==> src/rtl/assert_macros.svh <==
// Assertion macros used by frame_chunk_reassembly_ring.
// Each macro is clocked on clk_i and disabled while rst_ni is low.
`ifndef ASSERT_MACROS_SVH
`define ASSERT_MACROS_SVH
`ifndef NO_ASSERTIONS
`define FCRR_ASSERT(label, prop, msg) \
  label: assert property (@(posedge clk_i) disable iff (!rst_ni) (prop)) else $error(msg);
`define FCRR_ASSERT_NEVER(label, expr, msg) \
  label: assert property (@(posedge clk_i) disable iff (!rst_ni) !(expr)) else $error(msg);
`else
`define FCRR_ASSERT(label, prop, msg)
`define FCRR_ASSERT_NEVER(label, expr, msg)
`endif
`endif

==> src/rtl/fcrr_pkg.sv <==
// ----------------------------------------------------------------------------
// fcrr_pkg
// Types and constants of the frame chunk reassembly ring.
// ----------------------------------------------------------------------------
`default_nettype none

package fcrr_pkg;

  localparam int unsigned SLOTS   = 16;
  localparam int unsigned IDX_W   = $clog2(SLOTS);
  localparam int unsigned FNUM_W  = 32;
  localparam int unsigned SIZE_W  = 24;
  localparam int unsigned CLEN_W  = 16;
  localparam int unsigned HOLD_W  = 8;
  localparam int unsigned CNT_W   = HOLD_W + 1;
  localparam int unsigned PADDR_W = 3;
  localparam int unsigned PDATA_W = 32;

  localparam logic [HOLD_W-1:0] HOLDOFF_RESET = 8'd8;

  localparam logic [PADDR_W-3:0] REG_CORRUPT_HOLDOFF = '0;

  localparam logic OP_ADD = 1'b0;
  localparam logic OP_POP = 1'b1;

  typedef struct packed {
    logic [SIZE_W-1:0] size;
    logic [SIZE_W-1:0] rcv;
  } slot_t;

  typedef struct packed {
    logic             we;
    logic [IDX_W-1:0] waddr;
    slot_t            wdata;
    logic             clear_all;
    logic             invalidate;
    logic [IDX_W-1:0] inval_addr;
  } wr_req_t;

endpackage

`default_nettype wire

==> src/rtl/fcrr_slot_store.sv <==
// ----------------------------------------------------------------------------
// fcrr_slot_store
// Slot memory with two registered read ports, one write port and a valid
// bit per slot; an invalid slot reads as zero.
// ----------------------------------------------------------------------------
`default_nettype none

module fcrr_slot_store (
  input  wire                          clk_i,
  input  wire                          rst_ni,
  input  wire                          re_i,
  input  wire  [fcrr_pkg::IDX_W-1:0]   raddr_a_i,
  input  wire  [fcrr_pkg::IDX_W-1:0]   raddr_b_i,
  input  wire  fcrr_pkg::wr_req_t      wr_i,
  output fcrr_pkg::slot_t              rdata_a_o,
  output fcrr_pkg::slot_t              rdata_b_o
);

  fcrr_pkg::slot_t                 mem [fcrr_pkg::SLOTS];
  fcrr_pkg::slot_t                 rdata_a_q;
  fcrr_pkg::slot_t                 rdata_b_q;
  logic [fcrr_pkg::IDX_W-1:0]      raddr_a_q;
  logic [fcrr_pkg::IDX_W-1:0]      raddr_b_q;
  logic [fcrr_pkg::SLOTS-1:0]      valid_q;
  logic [fcrr_pkg::SLOTS-1:0]      valid_d;

  always_ff @(posedge clk_i) begin
    if (wr_i.we) begin
      mem[wr_i.waddr] <= wr_i.wdata;
    end
    if (re_i) begin
      rdata_a_q <= mem[raddr_a_i];
      rdata_b_q <= mem[raddr_b_i];
      raddr_a_q <= raddr_a_i;
      raddr_b_q <= raddr_b_i;
    end
  end

  always_comb begin
    valid_d = valid_q;
    if (wr_i.clear_all) begin
      valid_d = '0;
    end
    if (wr_i.invalidate) begin
      valid_d[wr_i.inval_addr] = 1'b0;
    end
    if (wr_i.we) begin
      valid_d[wr_i.waddr] = 1'b1;
    end
  end

  always_ff @(posedge clk_i or negedge rst_ni) begin
    if (!rst_ni) begin
      valid_q <= '0;
    end else begin
      valid_q <= valid_d;
    end
  end

  assign rdata_a_o = valid_q[raddr_a_q] ? rdata_a_q : '0;
  assign rdata_b_o = valid_q[raddr_b_q] ? rdata_b_q : '0;

endmodule

`default_nettype wire

==> src/rtl/frame_chunk_reassembly_ring.sv <==
// ----------------------------------------------------------------------------
// frame_chunk_reassembly_ring
// Tracks reassembly of numbered frames from chunks in a ring of slots.
// ----------------------------------------------------------------------------
// The slot memory is read at the edge that accepts a transaction; in ST_EXEC
// the result is computed, written back and registered once the output is
// free, so one item is in work at a time. A new transaction may be accepted
// while the previous result still waits in the output register. A jump clears
// all slots at once through per-slot valid bits, so there is no clearing pass
// after reset or on a jump.
`default_nettype none
`include "assert_macros.svh"

module frame_chunk_reassembly_ring (
  input  wire                              clk_i,
  input  wire                              rst_ni,
  input  wire                              in_valid_i,
  output logic                             in_stall_o,
  input  wire                              op_i,
  input  wire  [fcrr_pkg::FNUM_W-1:0]      frame_num_i,
  input  wire  [fcrr_pkg::SIZE_W-1:0]      frame_size_i,
  input  wire  [fcrr_pkg::CLEN_W-1:0]      chunk_len_i,
  output logic                             out_valid_o,
  input  wire                              out_stall_i,
  output logic                             accepted_o,
  output logic                             jumped_o,
  output logic                             front_complete_o,
  output logic [fcrr_pkg::SIZE_W-1:0]      front_size_o,
  output logic                             corrupt_o,
  input  wire                              psel,
  input  wire                              penable,
  input  wire                              pwrite,
  input  wire  [fcrr_pkg::PADDR_W-1:0]     paddr,
  input  wire  [fcrr_pkg::PDATA_W-1:0]     pwdata,
  output logic [fcrr_pkg::PDATA_W-1:0]     prdata,
  output logic                             pready
);

  typedef enum logic {
    ST_IDLE,
    ST_EXEC
  } state_e;

  state_e                           state_q;
  logic                             op_q;
  logic [fcrr_pkg::FNUM_W-1:0]      fnum_q;
  logic [fcrr_pkg::SIZE_W-1:0]      fsize_q;
  logic [fcrr_pkg::CLEN_W-1:0]      clen_q;
  logic [fcrr_pkg::FNUM_W-1:0]      exp_q;
  logic [fcrr_pkg::FNUM_W-1:0]      exp_d;
  logic signed [fcrr_pkg::CNT_W-1:0] hold_q;
  logic signed [fcrr_pkg::CNT_W-1:0] hold_d;
  logic [fcrr_pkg::HOLD_W-1:0]      holdoff_cfg_q;
  logic                             out_valid_q;
  logic                             accepted_q, accepted_d;
  logic                             jumped_q, jumped_d;
  logic                             complete_q, complete_d;
  logic [fcrr_pkg::SIZE_W-1:0]      fsize_out_q, fsize_out_d;
  logic                             corrupt_q, corrupt_d;

  logic                             in_acc;
  logic                             finish;
  logic                             cfg_wr;
  logic                             behind;
  logic                             jump;
  logic [fcrr_pkg::IDX_W-1:0]       sidx;
  logic [fcrr_pkg::IDX_W-1:0]       eidx;
  logic [fcrr_pkg::IDX_W-1:0]       fidx;
  logic [fcrr_pkg::SIZE_W:0]        sum;
  logic                             incomplete;
  fcrr_pkg::slot_t                  slot_a;
  fcrr_pkg::slot_t                  slot_b;
  fcrr_pkg::slot_t                  cur_s;
  fcrr_pkg::slot_t                  new_s;
  fcrr_pkg::slot_t                  front_s;
  fcrr_pkg::wr_req_t                wr;
  logic                             pop_shown;
  logic                             add_flags;

  assign in_stall_o = (state_q != ST_IDLE);
  assign in_acc     = in_valid_i && !in_stall_o;
  assign finish     = (state_q == ST_EXEC) && (!out_valid_q || !out_stall_i);
  assign cfg_wr     = psel && penable && pwrite && pready;
  assign pready     = 1'b1;
  assign prdata     = (paddr[fcrr_pkg::PADDR_W-1:2] == fcrr_pkg::REG_CORRUPT_HOLDOFF) ?
                      fcrr_pkg::PDATA_W'(holdoff_cfg_q) : '0;

  fcrr_slot_store u_store (
    .clk_i     (clk_i),
    .rst_ni    (rst_ni),
    .re_i      (in_acc),
    .raddr_a_i ((op_i == fcrr_pkg::OP_POP) ? exp_q[fcrr_pkg::IDX_W-1:0] :
                frame_num_i[fcrr_pkg::IDX_W-1:0]),
    .raddr_b_i (exp_q[fcrr_pkg::IDX_W-1:0]),
    .wr_i      (wr),
    .rdata_a_o (slot_a),
    .rdata_b_o (slot_b)
  );

  always_comb begin
    sidx       = fnum_q[fcrr_pkg::IDX_W-1:0];
    eidx       = exp_q[fcrr_pkg::IDX_W-1:0];
    behind     = fnum_q < exp_q;
    jump       = {1'b0, fnum_q} >= ({1'b0, exp_q} + (fcrr_pkg::FNUM_W+1)'(fcrr_pkg::SLOTS));
    fidx       = jump ? sidx : eidx;
    cur_s      = jump ? '0 : slot_a;
    sum        = {1'b0, cur_s.rcv} + (fcrr_pkg::SIZE_W+1)'(clen_q);
    new_s.size = fsize_q;
    new_s.rcv  = sum[fcrr_pkg::SIZE_W] ? '1 : sum[fcrr_pkg::SIZE_W-1:0];
    front_s    = (fidx == sidx) ? new_s : slot_b;
    incomplete = (slot_a.rcv != slot_a.size) || (slot_a.size == '0);

    exp_d       = exp_q;
    hold_d      = hold_q;
    accepted_d  = 1'b0;
    jumped_d    = 1'b0;
    complete_d  = 1'b0;
    fsize_out_d = '0;
    corrupt_d   = 1'b0;
    wr          = '0;
    wr.waddr    = sidx;
    wr.wdata    = new_s;
    wr.inval_addr = eidx;

    if (op_q == fcrr_pkg::OP_ADD) begin
      if (!behind) begin
        accepted_d   = 1'b1;
        jumped_d     = jump;
        complete_d   = (front_s.rcv == front_s.size) && (front_s.size != '0);
        wr.we        = finish;
        wr.clear_all = finish && jump;
        if (jump) begin
          exp_d = fnum_q;
        end
      end
    end else begin
      fsize_out_d   = slot_a.size;
      wr.invalidate = finish;
      exp_d         = exp_q + 1'b1;
      if (incomplete) begin
        hold_d = $signed({1'b0, holdoff_cfg_q});
      end else if (!hold_q[fcrr_pkg::CNT_W-1]) begin
        corrupt_d = (hold_q == '0);
        hold_d    = hold_q - fcrr_pkg::CNT_W'(1);
      end
    end
  end

  always_ff @(posedge clk_i or negedge rst_ni) begin
    if (!rst_ni) begin
      state_q       <= ST_IDLE;
      op_q          <= fcrr_pkg::OP_ADD;
      fnum_q        <= '0;
      fsize_q       <= '0;
      clen_q        <= '0;
      exp_q         <= '0;
      hold_q        <= '1;
      holdoff_cfg_q <= fcrr_pkg::HOLDOFF_RESET;
      out_valid_q   <= 1'b0;
      accepted_q    <= 1'b0;
      jumped_q      <= 1'b0;
      complete_q    <= 1'b0;
      fsize_out_q   <= '0;
      corrupt_q     <= 1'b0;
    end else begin
      if (cfg_wr && (paddr[fcrr_pkg::PADDR_W-1:2] == fcrr_pkg::REG_CORRUPT_HOLDOFF)) begin
        holdoff_cfg_q <= pwdata[fcrr_pkg::HOLD_W-1:0];
      end
      if (finish) begin
        out_valid_q <= 1'b1;
      end else if (out_valid_q && !out_stall_i) begin
        out_valid_q <= 1'b0;
      end
      case (state_q)
        ST_IDLE: begin
          if (in_acc) begin
            op_q    <= op_i;
            fnum_q  <= frame_num_i;
            fsize_q <= frame_size_i;
            clen_q  <= chunk_len_i;
            state_q <= ST_EXEC;
          end
        end
        ST_EXEC: begin
          if (finish) begin
            exp_q       <= exp_d;
            hold_q      <= hold_d;
            accepted_q  <= accepted_d;
            jumped_q    <= jumped_d;
            complete_q  <= complete_d;
            fsize_out_q <= fsize_out_d;
            corrupt_q   <= corrupt_d;
            state_q     <= ST_IDLE;
          end
        end
        default: begin
          state_q <= ST_IDLE;
        end
      endcase
    end
  end

  assign out_valid_o      = out_valid_q;
  assign accepted_o       = accepted_q;
  assign jumped_o         = jumped_q;
  assign front_complete_o = complete_q;
  assign front_size_o     = fsize_out_q;
  assign corrupt_o        = corrupt_q;

  assign pop_shown = out_valid_o && (corrupt_o || (front_size_o != '0));
  assign add_flags = accepted_o || jumped_o || front_complete_o;

  `FCRR_ASSERT(a_one_in_flight, in_acc |=> in_stall_o, "second transaction accepted while busy")
  `FCRR_ASSERT(a_jump_is_accepted, (out_valid_o && jumped_o) |-> accepted_o, "jump on rejected add")
  `FCRR_ASSERT(a_pop_fields, pop_shown |-> !add_flags, "add and pop fields mixed")
  `FCRR_ASSERT_NEVER(a_hold_range, hold_q[fcrr_pkg::CNT_W-1] && (hold_q != '1), "holdoff below idle")

endmodule

`default_nettype wire
==> config.mk <==
export PLATFORM = sky130hd
export DESIGN_NAME = frame_chunk_reassembly_ring
export DESIGN_NICKNAME = d
export VERILOG_FILES = /design/src/rtl/fcrr_pkg.sv /design/src/rtl/fcrr_slot_store.sv /design/src/rtl/frame_chunk_reassembly_ring.sv
export VERILOG_INCLUDE_DIRS = /design/src /design/src/rtl
export SDC_FILE = /design/constraint.sdc
export NUM_CORES = 2
export LEC_CHECK = 0
export BUFFER_PORTS_ARGS = -buffer_cell sky130_fd_sc_hd__buf_2
export CAP_MARGIN = 20
export CORE_MARGIN = 2
export CORE_UTILIZATION = 40
export CTS_BUF_LIST = sky130_fd_sc_hd__clkbuf_4 sky130_fd_sc_hd__clkbuf_8
export DETAILED_ROUTE_END_ITERATION = 8
export PLACE_DENSITY_LB_ADDON = 0.2
export SLEW_MARGIN = 10
export SYNTH_ARGS = -nofsm -noshare
export SYNTH_HDL_FRONTEND = slang
export SYNTH_SLANG_ARGS = --single-unit
==> constraint.sdc <==
create_clock -name clk_i -period 11.14 [get_ports clk_i]
set_input_delay 0.557 -clock clk_i [delete_from_list [all_inputs] [get_ports clk_i]]
set_output_delay 0.557 -clock clk_i [all_outputs]
set_load 0.01 [all_outputs]
* Word-level counts from Yosys, hierarchy flattened
Memories as Yosys holds them, arrays and structs flattened. A register that Yosys moved wholly into a read port is not among the register bits.
Cells that the tools add are included.
** Cells by class
- Bitwise gates (word level) :: 5
- Reductions and logical operators :: 25
- Magnitude comparators :: 8
- Muxes and demuxes :: 46
- Equality and inequality tests :: 5
- Add/subtract/negate cells :: 4
** Operators by type and width (count)
- 2-to-1 mux 48 bit :: 3
- 2-to-1 mux 32 bit :: 3
- 2-to-1 mux 24 bit :: 3
- 2-to-1 mux 16 bit :: 3
- adder 32 x 5 -> 33 bit (second input constant) :: 1
- >= comparator 32 x 33 -> 1 bit :: 1
- adder 32 x 1 -> 32 bit (second input constant) :: 1
- less-than comparator 32 bit :: 1
- adder 24 x 16 -> 25 bit :: 1
- equality test 24 bit :: 1
- zero test 24 bit :: 1
- 2-to-1 mux 1 bit :: 24
- inequality test 24 bit :: 1
- nonzero test 24 bit :: 1
- less-than comparator 4 x 5 -> 1 bit (second input constant) :: 4
- 2-to-1 mux 9 bit :: 2
- AND 16 bit :: 1
- NOT 16 bit :: 1
- bitwise OR 16 bit :: 1
- logical AND 1 bit :: 10
- zero test 9 bit :: 1
- subtractor 9 x 2 -> 9 bit (second input constant) :: 1
- binary-select mux 1 bit (select 4 bit) :: 2
- demux 1 bit (select 4 bit) :: 2
- other kinds (14) :: 23
** Storage, ports and cells
- Memories :: 1
- Input port bits :: 115
- Logic and storage cells :: 112
- Bits in registers :: 176
- Output and inout bits :: 63
- RAM bits :: 768
** Memories
- u_store.mem :: depth 16, bits a word 48, rd ports 2, clocked after memory_dff 2, wr ports 1, RTL line fcrr_slot_store.sv:19 : fcrr_pkg::slot_t mem [fcrr_pkg::SLOTS];

* Depth between registers and ports, before layout
- Word-level depth :: 11
- Mapped depth :: 31
- Depth with buffers taken out :: 28

* Hierarchy
Synthesis repeated with hierarchy kept, for this count alone.
** Second synthesis, totals
- Cell total of the unflattened synthesis :: 3228
- Area total of the unflattened synthesis :: 50676.1 µm²
** Modules (own cells, without submodules)
- fcrr_slot_store :: area each 38943.6 µm², instances 1, cells each 1897, seq. area each 26585.5 µm²
- frame_chunk_reassembly_ring :: area each 11732.5 µm², instances 1, cells each 1331, seq. area each 3816.2 µm²

* Worst setup path before layout
Ideal clock, no wire load.
- Kind :: flip-flop to flip-flop
- Start :: register exp_q[3] (netlist name)
- End :: memory u_store.mem[12][0] (netlist name) (enable)
- Setup time :: 576 ps
- Slack :: 3534 ps
- Arrival time :: 7030 ps
- Path buffers :: 1
- Period minus slack after synthesis :: 7606 ps
- Required time :: 10564 ps
- Stages on the path, launching flop included :: 11
- Path through :: dfrtp_1 inv_2 clkbuf_1 ha_1 o211ai_1 a21oi_1 o221ai_1 a2111oi_0 o21ba_2 nor2_1 nor4_1
** On the way
- Longest elaborated chain between the ends :: 5
** Ends and longest elaborated chain
- start: declaration :: RTL line frame_chunk_reassembly_ring.sv:49 : logic [fcrr_pkg::FNUM_W-1:0] exp_q;
- start signal: assignment :: RTL line frame_chunk_reassembly_ring.sv:186 : exp_q <= exp_d;
- less-than comparator 32 bit :: RTL line frame_chunk_reassembly_ring.sv:103 : behind = fnum_q < exp_q;
- 2-to-1 mux 1 bit :: RTL line frame_chunk_reassembly_ring.sv:126 : if (!behind) begin
- 2-to-1 mux 1 bit :: RTL line frame_chunk_reassembly_ring.sv:125 : if (op_q == fcrr_pkg::OP_ADD) begin
- 2-to-1 mux 1 bit :: RTL line fcrr_slot_store.sv:28 : if (wr_i.we) begin
- 2-to-1 mux 1 bit (implied by the code) :: RTL line fcrr_slot_store.sv:29 : mem[wr_i.waddr] <= wr_i.wdata;
- end: declaration :: RTL line fcrr_slot_store.sv:19
Every way passes these cells.

==> flow_summary.json <==
{
  "status": "finished clean",
  "synthFlopType": "edfxtp_1",
  "cts_buffers": 175,
  "first_iter_violations": 4148,
  "cp.arrival_ps": 9670,
  "fin_cells": 6031,
  "dieArea_um2": 131000,
  "grt_pass1_wl_um": 239000,
  "end_kind": "flop",
  "slew_violations": 0,
  "final_hold_viol_count": 0,
  "die-height_um": 362,
  "drc_errors": 0,
  "fmax_ghz": 0.113,
  "clkSinkCount": 1040,
  "start_util_pct": 40.2,
  "crit_path_max_fanout": 18,
  "max_cap_viol_count": 0,
  "powerDensity_nw_per_um2": 237,
  "core-area_um2": 127000,
  "placedCellCount": 5623,
  "yosys_warnings": 0,
  "ys_top_cells_by_count": "nand2_1 (894), edfxtp_1 (872), nand3_1 (415)",
  "clock_skew_ps": 64.1,
  "grt_pass1_vias": 35300,
  "cts_setup_buffers": 0,
  "antenna_left": 0,
  "wl_per_cell_um": 27.2,
  "root_buffer": "clkbuf_8",
  "totalNegativeSetupSlack_ps": 0,
  "tritoncts": "built",
  "slew_headroom_pct": 26.0,
  "crit_type": "reg2reg",
  "crit_path_top_delay_cell": "or4_1",
  "ys_seq_area_share_pct": 59.4,
  "antenna_found_initial": 3,
  "synth.top_cell.area_share_pct": 51.2,
  "worst_path_largest_cell_delay_ps": 610,
  "synthTopCellsByArea": "edfxtp_1 (51%), mux4_2 (11%), dfrtp_1 (7.7%)",
  "dp_hpwl_um": 95700,
  "cp-start-kind": "flop",
  "leakage_uw": 0.0208,
  "drive_above_1_share_pct": 21.1,
  "rsz0062_at_grt": "false",
  "tightest_slew_ps": 1110,
  "globalplace.congestion": 0.924,
  "syn_inst": 4026,
  "synth.most_common_cell": "nand2_1",
  "finalSetupViolCount": 0,
  "period_share_pct": 79.6,
  "dr_total_vias": 36400,
  "min_path_type": "in2reg",
  "synth_top_area_cell": "edfxtp_1",
  "grt.overflow.total": 0,
  "avgSynthCellArea_um2": 12.7,
  "via_per_inst": 6.03,
  "drt_pass1_iterations": 6,
  "ios": 178,
  "layout.nets": 4421,
  "clk_pin_slew_ps": 70,
  "insertion_delay_ps": 910,
  "htreeDepth": 4,
  "die_w_um": 362,
  "routed_wirelength_um": 164000,
  "vdd_drop_max_mv": 0.177,
  "placementRows": 131,
  "fin_crit_ps": 8870,
  "ctsHoldBuffers": 82,
  "grt.total_usage_pct": 24.9,
  "synth_edf_count": 872,
  "ys_ff_latch": 1040,
  "required_ps": 11940,
  "fillers": 11400,
  "cts_buffer_depth": 3,
  "io_buffers": 126,
  "synthesis.area_um2": 51200,
  "synthArstFlopShare_pct": 16.2,
  "cts_resized": 0,
  "grt_max_degree": 175,
  "synth_cell_type_count": 94,
  "area_growth_pct": 13.5
}
kinds of logic after synthesis:
logic type	Yosys count	share of synthesized area (%)
compound gates	493	6.95
xor+xnor	94	1.64
fa+ha+maj	83	2.04
other cells	2	0.0147
simple gates	1625	14.3
mux	330	12.7
flops	1040	59.4
buf+inv	359	2.94
where the power goes:
| part | total (uW) | switching, uW | internal, uW |
|---|---|---|---|
| combinational | 4700 | 2820 | 1880 |
| sequential | 5540 | 592 | 4950 |
| clock | 3520 | 1620 | 1900 |
layout by cell type (no fill, tap or decap), drive strengths merged, types with 8 or more instances in the layout:
| cell type | n |
|---|---|
| nor4 | 36 |
| inv | 73 |
| xnor2 | 48 |
| clkbuf | 264 |
| a311oi | 98 |
| dlygate4sd3 | 82 |
| buf | 209 |
| nand3 | 415 |
| clkinv | 40 |
| a21oi | 102 |
| nand2 | 895 |
| nor3 | 28 |
| nor2b | 15 |
| or2 | 10 |
| o31ai | 8 |
| and4 | 8 |
| o22ai | 21 |
| ha | 82 |
| a2111oi | 8 |
| edfxtp | 872 |
| mux4 | 250 |
| nand2b | 17 |
| nand4 | 36 |
| conb | 25 |
| a31oi | 55 |
| o21ai | 55 |
| dfrtp | 158 |
| dfstp | 10 |
| a31o | 18 |
| o211ai | 10 |
| a22o | 25 |
| a21o | 15 |
| xor2 | 45 |
| o32ai | 9 |
| a211oi | 8 |
| nor2 | 69 |
| mux2 | 73 |
| and3 | 70 |
sequential cells by signal (all words and copies together) (netlist names):
register and flops:
jumped_o 1, u_store.mem 768, u_store.raddr_a_q 4, u_store.rdata_a_q 48, holdoff_cfg_q 8, op_q 1, exp_q 32, u_store.raddr_b_q 4
front_size_o 24, in_stall_o 1, fnum_q 32, corrupt_o 1, hold_q 9, u_store.rdata_b_q 48, front_complete_o 1, clen_q 16
fsize_q 24, u_store.valid_q 16, accepted_o 1, out_valid_o 1
final cells by class:
class	instances	area [um^2]	area share (%)
Tap cell	1662	2080	3.58
Inverter	63	254	0.437
Sequential cell	1040	30400	52.4
Clock buffer	263	3210	5.52
Multi-Input combinational cell	2650	19500	33.6
Clock inverter	57	389	0.670
Antenna cell	3	7.51	0.0129
Timing Repair Buffer	293	2200	3.78
through the flow:
stage,total power [uW],cell area [um^2],hold WS [ps],worst slack (ps),utilization (%)
5_1_grt,14400,58100,117,1570,45.6
3_3_place_gp,10200,53600,464,2270,42.1
3_5_place_dp,10200,53600,470,2260,42.1
6_report,13800,58100,130,2270,45.6
4_1_cts,13800,58000,22.8,2250,45.6
2_1_floorplan,8650,51300,261,3530,-
layer usage:
layer | global-route usage (%) | share of wire (%) | up-vias
li1 | - | - | 15800
met3 | 4.08 | 8.4 | 336
met1 | 35.1 | 42 | 18400
met5 | 0 | 0 | -
met4 | 10.1 | 3.6 | 0
met2 | 38.6 | 46 | 1886
worst max-delay path: cells and delay by family (launching register included):
| kind | cells | cell delay, ps |
|---|---|---|
| AO/OA/AOI/OAI | 8 | 2140 |
| XOR/XNOR | 2 | 420 |
| adder cells (fa/ha/maj) | 3 | 910 |
| buffers and inverters | 1 | 90 |
| flip-flops | 1 | 480 |
| AND/OR/NAND/NOR | 12 | 4730 |
worst paths after layout:
| kind | start | endpoint | slack (ps) | cells past startpoint |
|---|---|---|---|---|
| min in group asynchronous | rst_ni | fnum_q[18] | 200 | 2 |
| min | op_i | op_q | 130 | 3 |
| max reg2reg | exp_q[6] | front_complete_o | 2270 | 26 |
| max | exp_q[6] | front_complete_o | 2270 | 26 |
| min reg2reg | jumped_o | jumped_o | 480 | 2 |
| max in group asynchronous | rst_ni | exp_q[2] | 9590 | 3 |
Note: power is estimated with default switching activity, not from simulation.
